### config.mk
export PLATFORM = sky130hd
export DESIGN_NAME = tbba_queue
export DESIGN_NICKNAME = d
export VERILOG_FILES = /design/src/rtl/tbba_pkg.sv /design/src/rtl/tbba_queue.sv
export SDC_FILE = /design/constraint.sdc
export NUM_CORES = 1
export LEC_CHECK = 0
export ABC_AREA = 1
export ABC_CLOCK_PERIOD_IN_PS = 16690
export BUFFER_PORTS_ARGS = -buffer_cell sky130_fd_sc_hd__buf_2
export CAP_MARGIN = 10
export CORE_ASPECT_RATIO = 0.9
export CORE_MARGIN = 8
export CORE_UTILIZATION = 50
export CTS_BUF_LIST = sky130_fd_sc_hd__clkbuf_2 sky130_fd_sc_hd__clkbuf_4 sky130_fd_sc_hd__clkbuf_8
export DETAILED_ROUTE_END_ITERATION = 7
export GPL_TIMING_DRIVEN = 0
export HOLD_SLACK_MARGIN = 0.05
export PLACE_DENSITY = 0.74
export SLEW_MARGIN = 10
export SYNTH_ARGS = -nofsm -noshare
export SYNTH_HDL_FRONTEND = slang
export SYNTH_SLANG_ARGS = --single-unit
### constraint.sdc
create_clock -name clock -period 16.69 [get_ports clock]
set_clock_uncertainty 0.15 [all_clocks]
set_input_delay 0.8345 -clock clock [delete_from_list [all_inputs] [get_ports clock]]
set_output_delay 0.8345 -clock clock [all_outputs]
set_load 0.01 [all_outputs]
### src/rtl/tbba_pkg.sv
// ---------------------------------------------------------------------------
// tbba_pkg: shared types and constants for the bearing angles unit
// Holds field widths, CORDIC constants, the arctangent table and the
// word that travels from the front end to the back end.
// ---------------------------------------------------------------------------
`default_nettype none
package tbba_pkg;

   localparam int COORD_BITS  = 12;
   localparam int HW_BITS     = COORD_BITS - 1;
   localparam int VEC_W       = COORD_BITS + 2;
   localparam int PROD_W      = 2 * VEC_W - 1;
   localparam int SUM_W       = PROD_W + 1;
   localparam int MAG_W       = SUM_W - 1;
   localparam int SHIFT_W     = 6;
   localparam int NORM_TOP    = 40;
   localparam int CORDIC_W    = 45;
   localparam int Z_W         = 33;
   localparam int CORDIC_STEPS = 30;
   // Back end stages ahead of the output register: magnitudes, shift,
   // CORDIC load, the iterations, fold and scale.
   localparam int BACK_STAGES = CORDIC_STEPS + 5;
   localparam int ANGLE_W     = 16;
   localparam int CSR_IDX_W   = 2;
   localparam int QUEUE_DEPTH = 4;
   localparam int QPTR_W      = 2;
   localparam int LANES       = 3;

   localparam logic [HW_BITS-1:0]    HALF_WIDTH_RESET   = HW_BITS'(1050);
   localparam logic [COORD_BITS-1:0] FIELD_LENGTH_RESET = COORD_BITS'(3000);
   localparam logic [15:0]           FULL_TURN_CDEG     = 16'd36000;

   // Register indexes on the configuration port.
   typedef enum logic [CSR_IDX_W-1:0] {
      CSR_HALF_WIDTH   = 2'd0,
      CSR_FIELD_LENGTH = 2'd1
   } csr_index_type;

   typedef logic signed [PROD_W-1:0] prod_type;

   // Word handed from the front end to the back end: four products per
   // beacon pair (u.x*v.y, u.y*v.x, u.x*v.x, u.y*v.y) and the flags.
   typedef struct packed {
      logic [LANES-1:0][3:0][PROD_W-1:0] prod;
      logic refl_left;
      logic refl_right;
      logic degen;
   } word_type;

   // Arctangent table, unit 2^-32 of a turn.
   function automatic logic [Z_W-1:0] atan_entry(input int idx);
      logic [31:0] v;
      v = 32'd0;
      unique case (idx)
         0: v = 32'h20000000;  1: v = 32'h12E4051E;  2: v = 32'h09FB385B;
         3: v = 32'h051111D4;  4: v = 32'h028B0D43;  5: v = 32'h0145D7E1;
         6: v = 32'h00A2F61E;  7: v = 32'h00517C55;  8: v = 32'h0028BE53;
         9: v = 32'h00145F2F; 10: v = 32'h000A2F98; 11: v = 32'h000517CC;
         12: v = 32'h00028BE6; 13: v = 32'h000145F3; 14: v = 32'h0000A2FA;
         15: v = 32'h0000517D; 16: v = 32'h000028BE; 17: v = 32'h0000145F;
         18: v = 32'h00000A30; 19: v = 32'h00000518; 20: v = 32'h0000028C;
         21: v = 32'h00000146; 22: v = 32'h000000A3; 23: v = 32'h00000051;
         24: v = 32'h00000029; 25: v = 32'h00000014; 26: v = 32'h0000000A;
         27: v = 32'h00000005; 28: v = 32'h00000003; 29: v = 32'h00000001;
         default: v = 32'd0;
      endcase
      return {1'b0, v};
   endfunction

endpackage
`default_nettype wire

### src/rtl/tbba_queue.sv
// ---------------------------------------------------------------------------
// tbba_queue: short word queue
// Decouples the front end from the back end so either may stall alone.
// ---------------------------------------------------------------------------
`default_nettype none
module tbba_queue import tbba_pkg::*; (
   input  wire logic     clock,
   input  wire logic     reset,
   input  wire logic     in_valid,
   output logic          in_ready,
   input  wire word_type in_word,
   output logic          out_valid,
   input  wire logic     out_ready,
   output word_type      out_word
);
   word_type              mem_ff [QUEUE_DEPTH];
   logic [QPTR_W-1:0]     wr_ff, wr_in, rd_ff, rd_in;
   logic [QPTR_W:0]       cnt_ff, cnt_in;
   logic                  push, pop;

   assign in_ready  = cnt_ff != (QPTR_W+1)'(QUEUE_DEPTH);
   assign out_valid = cnt_ff != '0;
   assign push      = in_valid && in_ready;
   assign pop       = out_valid && out_ready;
   assign out_word  = mem_ff[rd_ff];

   // Pointer and fill count update.
   always_comb begin
      wr_in  = push ? wr_ff + 1'b1 : wr_ff;
      rd_in  = pop ? rd_ff + 1'b1 : rd_ff;
      cnt_in = cnt_ff + (QPTR_W+1)'(push) - (QPTR_W+1)'(pop);
   end

   always_ff @(posedge clock) begin
      if (reset) begin
         wr_ff <= '0; rd_ff <= '0; cnt_ff <= '0;
      end else begin
         wr_ff <= wr_in; rd_ff <= rd_in; cnt_ff <= cnt_in;
      end
   end

   always_ff @(posedge clock) begin
      if (push) mem_ff[wr_ff] <= in_word;
   end
endmodule
`default_nettype wire

After elaboration in Yosys (flattened, before gate mapping)
Memory sizes are Yosys's and may differ from the RTL's. A register that Yosys moved wholly into a read port is not among the register bits.
Cells that the tools add are included.
{"block": "word_totals", "inputBits": 331, "elab_cells": 16, "register_bits": 7, "mem_count": 1, "output_inout_bits": 329, "mem_bits_rw": 1308}
{"memory": "mem_ff", "words": 4, "width": 327, "rd": 1, "rd_clocked_by_memory_dff": 1, "write_ports": 1, "line": "tbba_queue.sv:16", "source": "word_type mem_ff [QUEUE_DEPTH];"}
{"block": "op_classes", "n_eq_ne": 1, "mux": 4, "n_addsub": 4, "reduce_logical": 3}
{"op": "2-bit by 1-bit adder with 2-bit output (second input constant)", "n": 2}
{"op": "2-bit 2-to-1 mux", "n": 2}
{"op": "3-bit by 1-bit adder with 3-bit output", "n": 1}
{"op": "3-bit != test (second input constant)", "n": 1}
{"op": "3-bit nonzero test", "n": 1}
{"op": "3-bit by 1-bit subtractor with 3-bit output", "n": 1}
{"op": "1-bit logical AND", "n": 2}
{"op": "1-bit 2-to-1 mux", "n": 2}

Longest topological paths before layout
{"block": "logic_depth", "word_depth": 4, "mapped_depth": 10, "mapped_depth_nobuf": 10}

Least setup slack after synthesis
No wires, ideal clock.
{"block": "synth_timing", "kind": "input-to-reg", "from": "input in_valid", "to": "memory mem_ff[0][0] (netlist name), enable pin", "setup_ns": 1.024, "n_path_buf": 0, "stages": 2, "t_arrival_ns": 14.489, "setup_slack_ns": 1.027, "cell_sequence": "nand2_1 nor2_1"}
{"block": "synth_via", "elab_chain_cells": 3}
{"item": "start: declaration", "line": "tbba_queue.sv:9", "source": "input wire logic in_valid,"}
{"item": "1-bit logical AND", "line": "tbba_queue.sv:23", "source": "assign push = in_valid && in_ready;"}
{"item": "1-bit 2-to-1 mux", "line": "tbba_queue.sv:43", "source": "if (push) mem_ff[wr_ff] <= in_word;"}
{"item": "1-bit 2-to-1 mux (implied by the code)", "line": "tbba_queue.sv:43"}
{"item": "end: declaration", "line": "tbba_queue.sv:16"}
Every way passes these cells.

==> summary.md <==
| Metric | Value |
|---|---|
| Place WS | `12.76 ns` |
| Setup crit end kind | `output pin` |
| Final WL | `139.6 mm` |
| Post-route core utilization | `0.6425` |
| Cells after synthesis | `3227` |
| RD Place Congestion | `just over 0.8` |
| Num CTS Buffers | `slightly below 200` |
| Fmax achieved | `223.1 MHz` |
| Cells on worst reg2reg path | `11` |
| Fin crit share | `0.2686` |
| GRT Util Overall | `0.2499` |
| Biggest area consumer among synthesized cells | `edfxtp_1` |
| Clk sink count | `~1300` |
| Critical path endpoint | `out_word[116]` |
| FFs w/ async S/R, synth | `0` |
| Share of post-route cells with drive strength above 1 | `0.2411` |
| WL met1 | `50.90 mm` |
| First-pass GRT wire length | `between 200 and 250 mm` |
| IO Pins | `660` |
| Crit path required time | `between 15 and 20 ns` |
| Fillers | `6550` |
| Mean routed wirelength per cell | `approximately 24 µm` |
| Rel. slew slack | `0.1396` |
| Worst min path class | `reg -> reg` |
| Clock root buffer | `clkbuf_8` |
| Vias in the first global route | `about 34000` |
| Number of synthesized flops with an enable pin | `about 1300` |
| DR iter-0 viols | `between 3000 and 4000` |
| Top-area cell type share of the netlist area | `0.8073` |
| Max Cap Viol | `0` |
| Initial antenna violation count | `31` |
| Most common cell in the synthesized netlist | `edfxtp_1` |
| Post-route ant nets | `0` |
| # rows | `108` |
| Worst R2R Start | `cnt_ff[1]$_SDFF_PP0_` |
| Critical Path Most Common Cell | `clkbuf_1` |
| Seq. cell area | `just under 40000 µm²` |
| Final setup fails | `0` |
| Top cells by area, synth | `edfxtp_1 81%, o21ai_0 6.7%, nor2_1 5.1%` |
| DR vias | `between 30000 and 40000` |
| Final setup TNS | `0 ns` |
| Setup ws final | `about 12 ns` |
| Grt ovf | `0` |
| I/O Buffers | `659` |
| Crit path cell chain | `inv_2, clkbuf_1, clkbuf_1, o21ai_0, o22ai_1, buf_2` |
| Vias/cell | `5.620` |
| Worst-path clk slew | `0.06 ns` |
| Layout net count | `a little under 5000` |
| Die height | `311.9 µm` |
| Drt drc | `0` |
| Max Used Layer | `met5` |
| Router iterations before antenna repair | `6` |
| Initial core utilization | `0.5043` |
| R2r setup slk | `~13 ns` |
| Multi-input gate area | `8048 µm²` |
| Clock latency on the worst-skew pair | `about 0.86 ns` |
| H-tree levels | `4` |
| Yosys cell types | `18` |
| Crit path kind | `reg -> out` |
| Worst path arrival time | `3.50 ns` |
| Register area share after synthesis | `0.8110` |
| Final min period | `4.483 ns` |
| HPWL Detailed | `~90 mm` |
| Max VDD drop | `0.1068 mV` |
| Yosys Warn Count | `0` |
| Clock Tree Buf Depth | `3` |
| Cell Area, Synth | `around 49000 µm²` |
| CP max stage cell | `clkbuf_1` |
| Leakage power | `approximately 0.022 µW` |
| Avg Inst Size Synth | `between 15 and 20 µm²` |
| Area Growth Syn to Fin | `27.41%` |
| Worst-Margin Slew | `about 1.3 ns` |
| Crit Path Max Fanout | `10` |
| Final Slew Violations | `0` |
| Synth Register Bits | `between 1000 and 1500` |
| R2r endpoint | `mem_ff[3][231]$_DFFE_PP_` |
| Die Width | `between 300 and 400 µm` |
| CTS tree | `yes` |
| Die area | `approximately 110000 µm²` |
| Commonest cells post-synth | `1308 x edfxtp_1, 667 x nor2_1, 655 x o21ai_0, 327 x o22ai_1, 130 x clkbuf_1` |
| Syn Nets | `between 3000 and 4000` |
| Routed wl met3 | `around 14 mm` |
| Outcome | `completed` |
| Pwr/cell area | `approximately 140 nW/µm²` |
| Routed wl met2 | `69.18 mm` |
| Top_reg_cell synth | `edfxtp_1` |
| Startpoint types | `flip-flop` |
| Final hold vios | `0` |
| Critical Path Max Stage Delay | `0.93 ns` |
| Largest net degree at the start of global routing | `28` |
| RSZ-0062 raised after global routing | `no` |
| Total core area | `roughly 96000 µm²` |
| Post-CTS Setup Bufs | `0` |
[timing repair]
| action | in CTS | in global routing |
|---|---|---|
| hold endpoints to repair | 1313 | 0 |
| resized for setup | 0 | 0 |
| hold buffers | 330 | 0 |
[registers in the layout, indices dropped and copies added, names as in the netlist, named ones only]
signal and cells:
mem_ff 1308, cnt_ff 3, rd_ff 2, wr_ff 2
[cell usage in the layout, fill, tap and decap left out]
master / netlist / routed
a21boi_0: 2 / 2
buf_16: 0 / 21
nor2_1: 667 / 663
ha_1: 6 / 6
dfxtp_1: 9 / 9
o22ai_1: 327 / 327
buf_12: 0 / 40
nand3_1: 3 / 3
nor2_4: 0 / 4
clkinvlp_4: 0 / 7
buf_4: 7 / 7
clkinv_2: 0 / 17
o21ai_0: 655 / 655
buf_6: 28 / 28
buf_2: 51 / 710
inv_2: 2 / 2
fa_1: 1 / 1
clkbuf_4: 0 / 71
inv_1: 14 / 14
dlygate4sd3_1: 0 / 330
a21oi_1: 4 / 4
inv_8: 0 / 1
bufinv_16: 0 / 3
clkbuf_8: 0 / 194
edfxtp_1: 1308 / 1308
nand2_1: 12 / 12
clkbuf_2: 1 / 1
clkbuf_1: 130 / 130
clkinv_8: 0 / 1
clkinv_1: 0 / 36
inv_12: 0 / 3
inv_6: 0 / 2
diode_2: 0 / 34
[layout make-up]
class	count	share of cell area
inverters	16	0.0009688
well taps	1265	0.02553
multi-input cells	1677	0.1298
clock inverters	70	0.007367
flip-flops and latches	1317	0.6365
repair buffers	1050	0.1287
plain buffers	217	0.01800
diodes	34	0.001373
clock buffers	265	0.05167
[critical path: cells and delay by family, from the launching register on]
family	cells	cell delay, ns
flops	1	0.36
compound gates	2	0.59
buf+inv	4	1.66
[metrics by stage]
stage / cell area (µm²) / hold WS [ns] / power [µW] / cells
floorplan: 48650 / 0.2981 / 5470 / 3227
global placement: 53530 / 0.3132 / 6643 / 5151
detailed placement: 54940 / 0.3220 / 6428 / 5212
CTS: 61900 / 0.3489 / 8957 / 5877
global route: 61960 / 0.3767 / 9309 / 5900
finish: 61990 / 0.3459 / 8956 / 5911
[metal layers]
layer  GRT usage  vias to the layer above
li1            -                    14860
met1      0.3089                    16240
met2      0.4200                     1812
met3     0.07010                      301
met4     0.09173                       10
met5           0                        -
[cells by family after synthesis]
group | after synthesis | synth area share
DFF | 1317 | 0.8110
AOI/OAI and AO/OA | 988 | 0.1101
and+or+nand+nor | 682 | 0.05270
buffers and inverters | 233 | 0.02417
adders and majority gates | 7 | 0.001955
[worst min path at each step]
stage                                      from                    end  slack (ns)  cells past startpoint
after detailed placement  rd_ff[0]$_SDFFE_PP0P_              flip-flop        0.32                      2
after floorplan           rd_ff[0]$_SDFFE_PP0P_              flip-flop        0.30                      2
after global placement    rd_ff[0]$_SDFFE_PP0P_  rd_ff[0]$_SDFFE_PP0P_        0.31                      2
after global routing      rd_ff[0]$_SDFFE_PP0P_              flip-flop        0.38                      2
final                     rd_ff[0]$_SDFFE_PP0P_              flip-flop        0.35                      2
after CTS                 rd_ff[0]$_SDFFE_PP0P_              flip-flop        0.35                      2
[where the power goes]
group          total, µW  switching (µW)  internal [µW]
clock network       2500            1210           1290
logic               2370            1600            769
registers           4090            71.0           4020
No activity file was read; power rests on OpenSTA's default activity.
